**config.mk**
```make
export PLATFORM = sky130hd
export DESIGN_NAME = color_space_to_rgb_unit
export DESIGN_NICKNAME = d
export VERILOG_FILES = /design/src/rtl/cstr_pkg.sv /design/src/rtl/cstr_pipe_ctrl.sv /design/src/rtl/cstr_front.sv /design/src/rtl/cstr_numer.sv /design/src/rtl/cstr_const_div.sv /design/src/rtl/color_space_to_rgb_unit.sv
export SDC_FILE = /design/constraint.sdc
export NUM_CORES = 2
export LEC_CHECK = 0
export BUFFER_PORTS_ARGS = -buffer_cell sky130_fd_sc_hd__buf_2
export CAP_MARGIN = 20
export CORE_UTILIZATION = 55
export CTS_CLUSTER_DIAMETER = 120
export DETAILED_ROUTE_END_ITERATION = 10
export HOLD_SLACK_MARGIN = 0.15
export PLACE_DENSITY = 0.71
export SYNTH_ARGS = -nofsm -noshare
export SYNTH_HDL_FRONTEND = slang
export SYNTH_SLANG_ARGS = --single-unit
```
**constraint.sdc**
```tcl
create_clock -name clock -period 19.1 [get_ports clock]
set_input_delay 0.955 -clock clock [delete_from_list [all_inputs] [get_ports clock]]
set_output_delay 0.955 -clock clock [all_outputs]
set_load 0.005 [all_outputs]
```
**src/rtl/cstr_pkg.sv**
```systemverilog
package cstr_pkg;

   // Channel and hue number formats.
   localparam int CHANNEL_BITS      = 8;
   localparam int HUE_FRACTION_BITS = 6;
   localparam int CH_W              = CHANNEL_BITS;
   localparam int HUE_W             = 16;
   localparam int MAXV              = (1 << CHANNEL_BITS) - 1;

   // One hue sector is 60 degrees. Since 60 = 15 * 4, the sector number is
   // (hue >> SECTOR_SHIFT) / 15, and that small quotient is taken by a
   // reciprocal multiply that is exact over the whole coarse range.
   localparam int SECTOR        = 60 << HUE_FRACTION_BITS;
   localparam int SEC_W         = $clog2(SECTOR + 1);
   localparam int SECTOR_SHIFT  = HUE_FRACTION_BITS + 2;
   localparam int COARSE_W      = HUE_W - SECTOR_SHIFT;
   localparam int RECIP15       = 273;
   localparam int RECIP15_SHIFT = 12;
   localparam int SEC_PROD_W    = COARSE_W + 1 + 9;
   localparam int SECT_W        = 5;
   localparam int LAST_SECTOR   = 5;

   // Intermediate widths of the color math.
   localparam int PROD_W    = 2 * CH_W;
   localparam int HSV_P_W   = 20;
   localparam int HSL_AX_W  = 29;
   localparam int HSL_T_W   = 17;
   localparam int HSL_U_W   = 18;

   // Constant divider: quotient estimate by reciprocal, then one correction.
   localparam int NUM_W       = 30;
   localparam int RECIP_SHIFT = NUM_W;
   localparam int RECIP_W     = 23;
   localparam int DIV_W       = 21;
   localparam int QW          = CH_W + 1;
   localparam int EST_W       = NUM_W + RECIP_W;

   localparam longint D_MAXV     = MAXV;
   localparam longint D_TWO_MAXV = 2 * MAXV;
   localparam longint D_HSV_X    = MAXV * SECTOR;
   localparam longint D_HSL_X    = 2 * MAXV * SECTOR;

   localparam longint R_MAXV     = (longint'(1) << RECIP_SHIFT) / D_MAXV;
   localparam longint R_TWO_MAXV = (longint'(1) << RECIP_SHIFT) / D_TWO_MAXV;
   localparam longint R_HSV_X    = (longint'(1) << RECIP_SHIFT) / D_HSV_X;
   localparam longint R_HSL_X    = (longint'(1) << RECIP_SHIFT) / D_HSL_X;

   // Three divider lanes: zero part, x part and chroma part for HSV and HSL,
   // and red, green, blue for CMYK.
   localparam int LANES  = 3;
   localparam int LANE_Z = 0;
   localparam int LANE_X = 1;
   localparam int LANE_C = 2;

   // Pipeline stages.
   localparam int NUM_STAGES = 6;
   localparam int STG_DECODE = 0;
   localparam int STG_PROD   = 1;
   localparam int STG_PART   = 2;
   localparam int STG_NUMER  = 3;
   localparam int STG_EST    = 4;
   localparam int STG_OUT    = 5;

   typedef enum logic [1:0] {
      OP_HSV  = 2'd0,
      OP_HSL  = 2'd1,
      OP_CMYK = 2'd2,
      OP_NONE = 2'd3
   } op_type;

   typedef enum logic [1:0] {
      DIV_MAXV     = 2'd0,
      DIV_TWO_MAXV = 2'd1,
      DIV_HSV_X    = 2'd2,
      DIV_HSL_X    = 2'd3
   } div_sel_type;

   typedef struct packed {
      logic [1:0]       operation;
      logic [HUE_W-1:0] hue;
      logic [7:0]       saturation;
      logic [7:0]       brightness;
      logic [7:0]       cyan;
      logic [7:0]       magenta;
      logic [7:0]       yellow;
      logic [7:0]       black;
   } req_type;

   typedef struct packed {
      logic [7:0] red;
      logic [7:0] green;
      logic [7:0] blue;
   } rsp_type;

   typedef struct packed {
      logic [NUM_STAGES-1:0] en;
      logic [NUM_STAGES-1:0] valid;
   } pipe_ctrl_type;

   // What the channel selection at the end needs from the front.
   typedef struct packed {
      logic [1:0] op;
      logic       oor;
      logic [2:0] sector;
   } side_type;

   typedef struct packed {
      side_type           side;
      logic [CH_W-1:0]    bright;
      logic [PROD_W-1:0]  bns;
      logic [PROD_W-1:0]  pc;
      logic [PROD_W-1:0]  pm;
      logic [PROD_W-1:0]  py;
      logic [HSV_P_W-1:0] hsv_p;
      logic [HSL_AX_W-1:0] hsl_ax2;
      logic [HSL_T_W-1:0] hsl_t;
      logic [HSL_U_W-1:0] hsl_u;
   } front_type;

   typedef struct packed {
      side_type                     side;
      logic [LANES-1:0][NUM_W-1:0]  num;
      div_sel_type [LANES-1:0]      sel;
   } numer_type;

   function automatic logic [DIV_W-1:0] div_value(div_sel_type sel);
      logic [DIV_W-1:0] d;
      case (sel)
         DIV_MAXV:     d = DIV_W'(D_MAXV);
         DIV_TWO_MAXV: d = DIV_W'(D_TWO_MAXV);
         DIV_HSV_X:    d = DIV_W'(D_HSV_X);
         DIV_HSL_X:    d = DIV_W'(D_HSL_X);
         default:      d = DIV_W'(D_MAXV);
      endcase
      return d;
   endfunction

   function automatic logic [RECIP_W-1:0] div_recip(div_sel_type sel);
      logic [RECIP_W-1:0] r;
      case (sel)
         DIV_MAXV:     r = RECIP_W'(R_MAXV);
         DIV_TWO_MAXV: r = RECIP_W'(R_TWO_MAXV);
         DIV_HSV_X:    r = RECIP_W'(R_HSV_X);
         DIV_HSL_X:    r = RECIP_W'(R_HSL_X);
         default:      r = RECIP_W'(R_MAXV);
      endcase
      return r;
   endfunction

endpackage

```
**src/rtl/cstr_pipe_ctrl.sv**
```systemverilog
module cstr_pipe_ctrl
   import cstr_pkg::*;
(
   input  logic          clock,
   input  logic          reset,
   input  logic          req_valid,
   input  logic          rsp_stall,
   output pipe_ctrl_type ctrl
);

   logic [NUM_STAGES-1:0] valid_ff;
   logic [NUM_STAGES-1:0] valid_in;
   logic [NUM_STAGES-1:0] en;

   // A stage loads when it is empty or when the stage after it moves on,
   // so bubbles are squeezed out and a stall only holds full stages.
   always_comb begin
      en[NUM_STAGES-1] = !valid_ff[NUM_STAGES-1] || !rsp_stall;
      for (int i = NUM_STAGES - 2; i >= 0; i--) begin
         en[i] = !valid_ff[i] || en[i+1];
      end
   end

   // Valid bits travel with the data of each stage.
   always_comb begin
      valid_in[0] = en[0] ? req_valid : valid_ff[0];
      for (int i = 1; i < NUM_STAGES; i++) begin
         valid_in[i] = en[i] ? valid_ff[i-1] : valid_ff[i];
      end
   end

   always_ff @(posedge clock) begin
      if (reset) begin
         valid_ff <= '0;
      end else begin
         valid_ff <= valid_in;
      end
   end

   assign ctrl.en    = en;
   assign ctrl.valid = valid_ff;

endmodule

```
**src/rtl/cstr_front.sv**
```systemverilog
module cstr_front
   import cstr_pkg::*;
(
   input  logic          clock,
   input  pipe_ctrl_type ctrl,
   input  req_type       req_data,
   output front_type     front
);

   // Decode stage registers.
   req_type             req_ff;
   logic [SECT_W-1:0]   sector0_ff;
   logic [SECT_W-1:0]   sector0_in;
   logic [COARSE_W:0]   coarse_in;
   logic [SEC_PROD_W-1:0] sec_prod;

   // Product stage registers.
   side_type            side1_ff;
   side_type            side1_in;
   logic [SEC_W-1:0]    xf1_ff;
   logic [SEC_W-1:0]    xf1_in;
   logic [CH_W-1:0]     sat1_ff;
   logic [CH_W-1:0]     bright1_ff;
   logic [PROD_W-1:0]   hsl_as1_ff;
   logic [PROD_W-1:0]   hsl_as1_in;
   logic [PROD_W-1:0]   bns1_ff;
   logic [PROD_W-1:0]   bns1_in;
   logic [PROD_W-1:0]   pc1_ff;
   logic [PROD_W-1:0]   pc1_in;
   logic [PROD_W-1:0]   pm1_ff;
   logic [PROD_W-1:0]   pm1_in;
   logic [PROD_W-1:0]   py1_ff;
   logic [PROD_W-1:0]   py1_in;
   logic [HUE_W:0]      sec_off;
   logic [HUE_W:0]      hue_off;
   logic [SEC_W-1:0]    frac;
   logic [CH_W:0]       twol0;
   logic [CH_W-1:0]     span;
   logic [CH_W-1:0]     kk;

   // Partial term stage registers.
   front_type           front_ff;
   front_type           front_in;
   logic [HSL_U_W-1:0]  hsl_sc;

   // Sector number: floor(hue / SECTOR) from the coarse hue bits.
   always_comb begin
      coarse_in  = {1'b0, req_data.hue[HUE_W-1:SECTOR_SHIFT]} + (COARSE_W + 1)'(1);
      sec_prod   = SEC_PROD_W'(coarse_in) * SEC_PROD_W'(RECIP15);
      sector0_in = sec_prod[RECIP15_SHIFT +: SECT_W];
   end

   always_ff @(posedge clock) begin
      if (ctrl.en[STG_DECODE]) begin
         req_ff     <= req_data;
         sector0_ff <= sector0_in;
      end
   end

   // Position inside the sector, folded for odd sectors, and the first
   // products of the HSV, HSL and CMYK math.
   always_comb begin
      sec_off = (HUE_W + 1)'(sector0_ff) * (HUE_W + 1)'(SECTOR);
      hue_off = (HUE_W + 1)'(req_ff.hue) - sec_off;
      frac    = hue_off[SEC_W-1:0];
      xf1_in  = sector0_ff[0] ? (SEC_W'(SECTOR) - frac) : frac;

      side1_in.op     = req_ff.operation;
      side1_in.oor    = (sector0_ff > SECT_W'(LAST_SECTOR));
      side1_in.sector = sector0_ff[2:0];

      // HSL chroma span: MAXV - |2L - MAXV|.
      twol0 = {req_ff.brightness, 1'b0};
      if (twol0 <= (CH_W + 1)'(MAXV)) begin
         span = twol0[CH_W-1:0];
      end else begin
         span = CH_W'((CH_W + 1)'(2 * MAXV) - twol0);
      end
      hsl_as1_in = PROD_W'(span) * PROD_W'(req_ff.saturation);
      bns1_in    = PROD_W'(req_ff.brightness) * PROD_W'(CH_W'(MAXV) - req_ff.saturation);

      kk     = CH_W'(MAXV) - req_ff.black;
      pc1_in = PROD_W'(CH_W'(MAXV) - req_ff.cyan) * PROD_W'(kk);
      pm1_in = PROD_W'(CH_W'(MAXV) - req_ff.magenta) * PROD_W'(kk);
      py1_in = PROD_W'(CH_W'(MAXV) - req_ff.yellow) * PROD_W'(kk);
   end

   always_ff @(posedge clock) begin
      if (ctrl.en[STG_PROD]) begin
         side1_ff   <= side1_in;
         xf1_ff     <= xf1_in;
         sat1_ff    <= req_ff.saturation;
         bright1_ff <= req_ff.brightness;
         hsl_as1_ff <= hsl_as1_in;
         bns1_ff    <= bns1_in;
         pc1_ff     <= pc1_in;
         pm1_ff     <= pm1_in;
         py1_ff     <= py1_in;
      end
   end

   // Terms that scale with the sector position, plus the HSL terms that do not.
   always_comb begin
      front_in.side   = side1_ff;
      front_in.bright = bright1_ff;
      front_in.bns    = bns1_ff;
      front_in.pc     = pc1_ff;
      front_in.pm     = pm1_ff;
      front_in.py     = py1_ff;

      front_in.hsv_p = HSV_P_W'(sat1_ff) * HSV_P_W'(xf1_ff)
                     + HSV_P_W'(CH_W'(MAXV) - sat1_ff) * HSV_P_W'(SECTOR);
      front_in.hsl_ax2 = HSL_AX_W'({hsl_as1_ff, 1'b0}) * HSL_AX_W'(xf1_ff);

      hsl_sc         = HSL_U_W'({bright1_ff, 1'b0}) * HSL_U_W'(MAXV);
      front_in.hsl_t = HSL_T_W'(hsl_sc - HSL_U_W'(hsl_as1_ff));
      front_in.hsl_u = hsl_sc + HSL_U_W'(hsl_as1_ff);
   end

   always_ff @(posedge clock) begin
      if (ctrl.en[STG_PART]) begin
         front_ff <= front_in;
      end
   end

   assign front = front_ff;

endmodule

```
**src/rtl/cstr_numer.sv**
```systemverilog
module cstr_numer
   import cstr_pkg::*;
(
   input  logic          clock,
   input  pipe_ctrl_type ctrl,
   input  front_type     front,
   output numer_type     numer
);

   numer_type        numer_ff;
   numer_type        numer_in;
   logic [NUM_W-1:0] hsv_nx;
   logic [NUM_W-1:0] hsv_nc;
   logic [NUM_W-1:0] hsl_nx;

   // Full numerators of every lane and the divisor that goes with each.
   always_comb begin
      hsv_nx = NUM_W'(front.bright) * NUM_W'(front.hsv_p);
      hsv_nc = NUM_W'(front.bright) * NUM_W'(MAXV);
      hsl_nx = NUM_W'(front.hsl_t) * NUM_W'(SECTOR) + NUM_W'(front.hsl_ax2);

      numer_in.side = front.side;
      unique case (front.side.op)
         OP_HSV: begin
            numer_in.num[LANE_Z] = NUM_W'(front.bns);
            numer_in.num[LANE_X] = hsv_nx;
            numer_in.num[LANE_C] = hsv_nc;
            numer_in.sel[LANE_Z] = DIV_MAXV;
            numer_in.sel[LANE_X] = DIV_HSV_X;
            numer_in.sel[LANE_C] = DIV_MAXV;
         end
         OP_HSL: begin
            numer_in.num[LANE_Z] = NUM_W'(front.hsl_t);
            numer_in.num[LANE_X] = hsl_nx;
            numer_in.num[LANE_C] = NUM_W'(front.hsl_u);
            numer_in.sel[LANE_Z] = DIV_TWO_MAXV;
            numer_in.sel[LANE_X] = DIV_HSL_X;
            numer_in.sel[LANE_C] = DIV_TWO_MAXV;
         end
         OP_CMYK: begin
            numer_in.num[0] = NUM_W'(front.pc);
            numer_in.num[1] = NUM_W'(front.pm);
            numer_in.num[2] = NUM_W'(front.py);
            numer_in.sel[LANE_Z] = DIV_MAXV;
            numer_in.sel[LANE_X] = DIV_MAXV;
            numer_in.sel[LANE_C] = DIV_MAXV;
         end
         default: begin
            // The unused operation code gives black.
            numer_in.num = '0;
            numer_in.sel[LANE_Z] = DIV_MAXV;
            numer_in.sel[LANE_X] = DIV_MAXV;
            numer_in.sel[LANE_C] = DIV_MAXV;
         end
      endcase
   end

   always_ff @(posedge clock) begin
      if (ctrl.en[STG_NUMER]) begin
         numer_ff <= numer_in;
      end
   end

   assign numer = numer_ff;

endmodule

```
**src/rtl/cstr_const_div.sv**
```systemverilog
module cstr_const_div
   import cstr_pkg::*;
(
   input  logic            clock,
   input  logic            en,
   input  logic [NUM_W-1:0] num,
   input  div_sel_type     sel,
   output logic [CH_W-1:0] quo
);

   logic [NUM_W-1:0]  num_ff;
   div_sel_type       sel_ff;
   logic [QW-1:0]     q0_ff;
   logic [QW-1:0]     q0_in;
   logic [EST_W-1:0]  est;
   logic [DIV_W-1:0]  dval;
   logic [NUM_W-1:0]  qd;
   logic [NUM_W-1:0]  rem;
   logic [QW-1:0]     q_sum;

   // The reciprocal estimate is never above the true quotient and at most
   // one below it.
   always_comb begin
      est   = EST_W'(num) * EST_W'(div_recip(sel));
      q0_in = est[RECIP_SHIFT +: QW];
   end

   always_ff @(posedge clock) begin
      if (en) begin
         num_ff <= num;
         sel_ff <= sel;
         q0_ff  <= q0_in;
      end
   end

   // One compare of the remainder fixes the estimate.
   always_comb begin
      dval  = div_value(sel_ff);
      qd    = NUM_W'(q0_ff) * NUM_W'(dval);
      rem   = num_ff - qd;
      q_sum = q0_ff + QW'(rem >= NUM_W'(dval));
   end

   assign quo = q_sum[CH_W-1:0];

endmodule

```
**src/rtl/color_space_to_rgb_unit.sv**
```systemverilog
// Converts one pixel per transfer from HSV, HSL or CMYK into 8-bit RGB, as
// chosen by the operation field (0 HSV, 1 HSL, 2 CMYK, 3 gives black). Hue
// counts in 1/64 degree; a hue of 360 degrees or more gives gray at the
// minimum level m on all three channels. Every channel is the floor of the
// exact rational result. The unit takes one pixel every clock unless the
// input is stalled, and returns each result through a six-stage pipeline
// (hue decode, products, sector terms, numerators, reciprocal quotient
// estimate, correction and channel select into the output register). The
// constant divisions by 255 and its multiples use a reciprocal multiply and
// one remainder check. A stall on the result side holds the full stages only;
// empty stages keep filling, so the input is stalled only when every stage
// holds a pixel.
module color_space_to_rgb_unit
   import cstr_pkg::*;
(
   input  logic    clock,
   input  logic    reset,
   input  logic    req_valid,
   output logic    req_stall,
   input  req_type req_data,
   output logic    rsp_valid,
   input  logic    rsp_stall,
   output rsp_type rsp_data
);

   pipe_ctrl_type         ctrl;
   front_type             front;
   numer_type             numer;
   logic [LANES-1:0][CH_W-1:0] quo;
   side_type              side4_ff;
   rsp_type               out_ff;
   rsp_type               out_in;
   logic [CH_W-1:0]       zv;
   logic [CH_W-1:0]       xv;
   logic [CH_W-1:0]       cv;

   cstr_pipe_ctrl u_pipe_ctrl (
      .clock     (clock),
      .reset     (reset),
      .req_valid (req_valid),
      .rsp_stall (rsp_stall),
      .ctrl      (ctrl)
   );

   cstr_front u_front (
      .clock    (clock),
      .ctrl     (ctrl),
      .req_data (req_data),
      .front    (front)
   );

   cstr_numer u_numer (
      .clock (clock),
      .ctrl  (ctrl),
      .front (front),
      .numer (numer)
   );

   // One constant divider per lane.
   for (genvar g = 0; g < LANES; g++) begin : g_lane
      cstr_const_div u_const_div (
         .clock (clock),
         .en    (ctrl.en[STG_EST]),
         .num   (numer.num[g]),
         .sel   (numer.sel[g]),
         .quo   (quo[g])
      );
   end

   // Selection data rides along with the divider stage.
   always_ff @(posedge clock) begin
      if (ctrl.en[STG_EST]) begin
         side4_ff <= numer.side;
      end
   end

   // Place the zero, x and chroma parts by sector for HSV and HSL; other codes pass the lanes straight through.
   always_comb begin
      zv = quo[LANE_Z];
      xv = quo[LANE_X];
      cv = quo[LANE_C];
      out_in.red   = quo[0];
      out_in.green = quo[1];
      out_in.blue  = quo[2];
      if (side4_ff.op == OP_HSV || side4_ff.op == OP_HSL) begin
         if (side4_ff.oor) begin
            out_in = '{red: zv, green: zv, blue: zv};
         end else begin
            unique case (side4_ff.sector)
               3'd0:    out_in = '{red: cv, green: xv, blue: zv};
               3'd1:    out_in = '{red: xv, green: cv, blue: zv};
               3'd2:    out_in = '{red: zv, green: cv, blue: xv};
               3'd3:    out_in = '{red: zv, green: xv, blue: cv};
               3'd4:    out_in = '{red: xv, green: zv, blue: cv};
               3'd5:    out_in = '{red: cv, green: zv, blue: xv};
               default: out_in = '{red: zv, green: zv, blue: zv};
            endcase
         end
      end
   end

   always_ff @(posedge clock) begin
      if (ctrl.en[STG_OUT]) begin
         out_ff <= out_in;
      end
   end

   assign req_stall = !ctrl.en[STG_DECODE];
   assign rsp_valid = ctrl.valid[STG_OUT];
   assign rsp_data  = out_ff;

endmodule

```
==> impl_metrics.ini <==
[cts]
numCtsBuffers = 66
cts_hold_buffers = 0
clockBufferDepth = 3
cts_resized = 0
root_buffer = clkbuf_16
cts_setup_buffers = 0
insertion_delay_ns = 0.66
h-tree-depth = 3
numClockSinks = 538
tritoncts = done
clkTransAtPathRegs_ns = 0.06

[yosys]
synth_warnings = 0
synthMuxAreaShare_pct = 0.900
synth-compound-area-share_pct = 6.87
synth_edf_count = 532
synth_top_cells_by_count = 1544 x inv_1, 1231 x ha_1, 1036 x fa_1
yosysTopAreaCell = fa_1
synth_area_leaders = fa_1 27%, edfxtp_1 21%, ha_1 20%, inv_1 7.5%, and2_1 3.1%
synth_top_family_by_area = adder cells
ys_types = 85
synth_top_area_share_pct = 26.8
syn-instance-count = 7672
synth-simple-area-share_pct = 12.4
ys_seq_area_share_pct = 20.8
async_flop_share_pct = 0
synth_adder_area_share_pct = 46.7
syn_area_um2 = 77400
ys_ff_latch = 538
synth_xor_area_share_pct = 3.81
synth.avg_cell_area_um2 = 10.1
yosysMostFrequentCell = inv_1
yosys_most_used_dff = edfxtp_1

[sta]
final_hold_viol_count = 0
worst_pin_slew_ns = 1.08
max_freq_mhz = 98.5
setup_viol_count_final = 0
period_minus_slack_ns = 10.15
fin_crit_sh_pct = 53.2
fin_skew_ns = 0.0401
relSlewSlack_pct = 27.7
rsz0062_at_grt = no
setup_tns_ns = 0
drv_slew = 0

[global_route]
track_usage_pct = 25.7
overflow = 0
antenna_found_initial = 5
grt_pass1_wl_um = 289000
grt_max_degree = 86
grt_pass1_vias = 54888

[critical_path]
endpoint_kind = flop
reg2reg_depth = 40
critPathLaunchType = flop
crit_fanout = 22
cpMaxStageDelayCell = fa_1
critPathArrivalTime_ns = 10.51
worstSetupPathType = flop to flop
crit_path_frequent_cell = ha_1
slowest_delay_ns = 0.58
cp.required_ns = 19.46

[detailed_routing]
remaining_drc_errors = 0
via_per_inst = 5.45
wirelength_um = 176000
initialDrtViolationCount = 3090
ant_nets = 0
wire_per_inst_um = 18.3
dr.pass1.iters = 6
num_vias = 52435

[job]
drv_cap = 0

[hold_path]
hold_depth = 0
hold_path.class = flop to flop

[outcome]
outcome = finished, final reports clean

[die]
die_w_um = 377
io_pins = 96
die-area_um2 = 142000
die_h_um = 377
coreArea_um2 = 140000
rows = 137
start_util_pct = 55.5

[layout]
multi_input_area_um2 = 54900
fillers = 11769
drive_above_1_share_pct = 4.86
regArea_um2 = 16100
nets = 10029
syn2layout_area_growth_pct = 5.96

[placed_design]
gp_congestion = 0.943
hpwl_um = 145000
place.port_buffers = 95
[per-layer routing]
metal | track usage, % | vias to the layer above | routed length (um)
met3 | 2.94 | 280 | 8590
met4 | 7.76 | 4 | 5720
met1 | 35.0 | 26107 | 77700
li1 | - | 24769 | -
met2 | 43.0 | 1275 | 84400
met5 | 0 | - | 31
[layout by cell type, fill, tap and decap left out, types with 68 or more instances in the layout]
cell type,netlist,routed
inv_1,1544,1542
ha_1,1231,1231
fa_1,1036,1036
edfxtp_1,532,532
nand2_1,443,441
nor2_1,393,393
and2_1,389,389
xnor2_1,251,251
a21oi_1,227,227
o21ai_0,173,173
nor2b_1,157,157
or2_2,115,115
buf_2,2,95
xor2_1,83,83
nand2b_1,82,82
nor3_1,78,78
a21o_1,77,77
clkbuf_16,0,68
[state kept, by name, summed over array words and instances (netlist names)]
name	flops
rsp_data	24
u_front.xf1_ff	12
u_front.sat1_ff	8
g_lane.u_const_div.num_ff	65
g_lane.u_const_div.sel_ff	2
u_front.pc1_ff	16
u_front.front	157
u_front.pm1_ff	16
g_lane.u_const_div.q0_ff	27
u_front.hsl_as1_ff	15
u_front.req_ff	62
u_front.bright1_ff	8
u_front.py1_ff	16
u_front.front_in	6
u_numer.numer	72
u_pipe_ctrl.valid_ff	6
side4_ff	5
u_front.bns1_ff	16
u_front.sector0_ff	5
[metrics by stage]
step | instances | area [um2] | worst slack, ns | hold WS [ns] | util [%]
after floorplan | 7709 | 77600 | 9.59 | 0.400 | -
final | 9619 | 82100 | 8.95 | 0.402 | 58.8
after global placement | 9499 | 79800 | 9.12 | 0.403 | 57.2
after CTS | 9618 | 82000 | 8.93 | 0.408 | 58.8
after global routing | 9618 | 82000 | 8.27 | 0.417 | 58.8
after detailed placement | 9500 | 79800 | 9.07 | 0.405 | 57.2
[cell families after synthesis]
group,after synthesis
adders and majority gates,2269
muxes,67
other,2
and+or+nand+nor,1885
DFF,538
buffers and inverters,1751
AOI/OAI and AO/OA,825
xor gates and xnor gates,335
[cell type report]
cell class | count | area share (%)
multi-input combinational | 5420 | 66.9
sequential | 538 | 19.6
inverter | 1545 | 7.08
tap | 1876 | 2.86
clock buffer | 77 | 2.12
timing repair buffer | 121 | 0.817
clock inverter | 41 | 0.569
antenna | 1 | 0.00305
[path summary, 6_finish.rpt]
check	start	endpoint	slack [ns]
worst max-delay path	g_lane[1].u_const_div.sel_ff[0]	rsp_data[6]	8.95
worst min-delay path	u_front.pc1_ff[4]	u_front.front[120]	0.40
worst max register to register	g_lane[1].u_const_div.sel_ff[0]	rsp_data[6]	8.95
worst min register to register	u_front.pc1_ff[4]	u_front.front[120]	0.40
[worst max-delay path, delay by kind of cell, from the launching register on]
family / cells / cell delay (ns)
fa+ha+maj: 10 / 3.70
simple gates: 13 / 2.55
compound gates: 11 / 1.64
xor+xnor: 3 / 0.88
buf+inv: 3 / 0.71
flops: 1 / 0.32
Power is left out: the tool's default activity adds up to more than one toggle a clock period on the data nets, which glitch-free logic cannot reach.
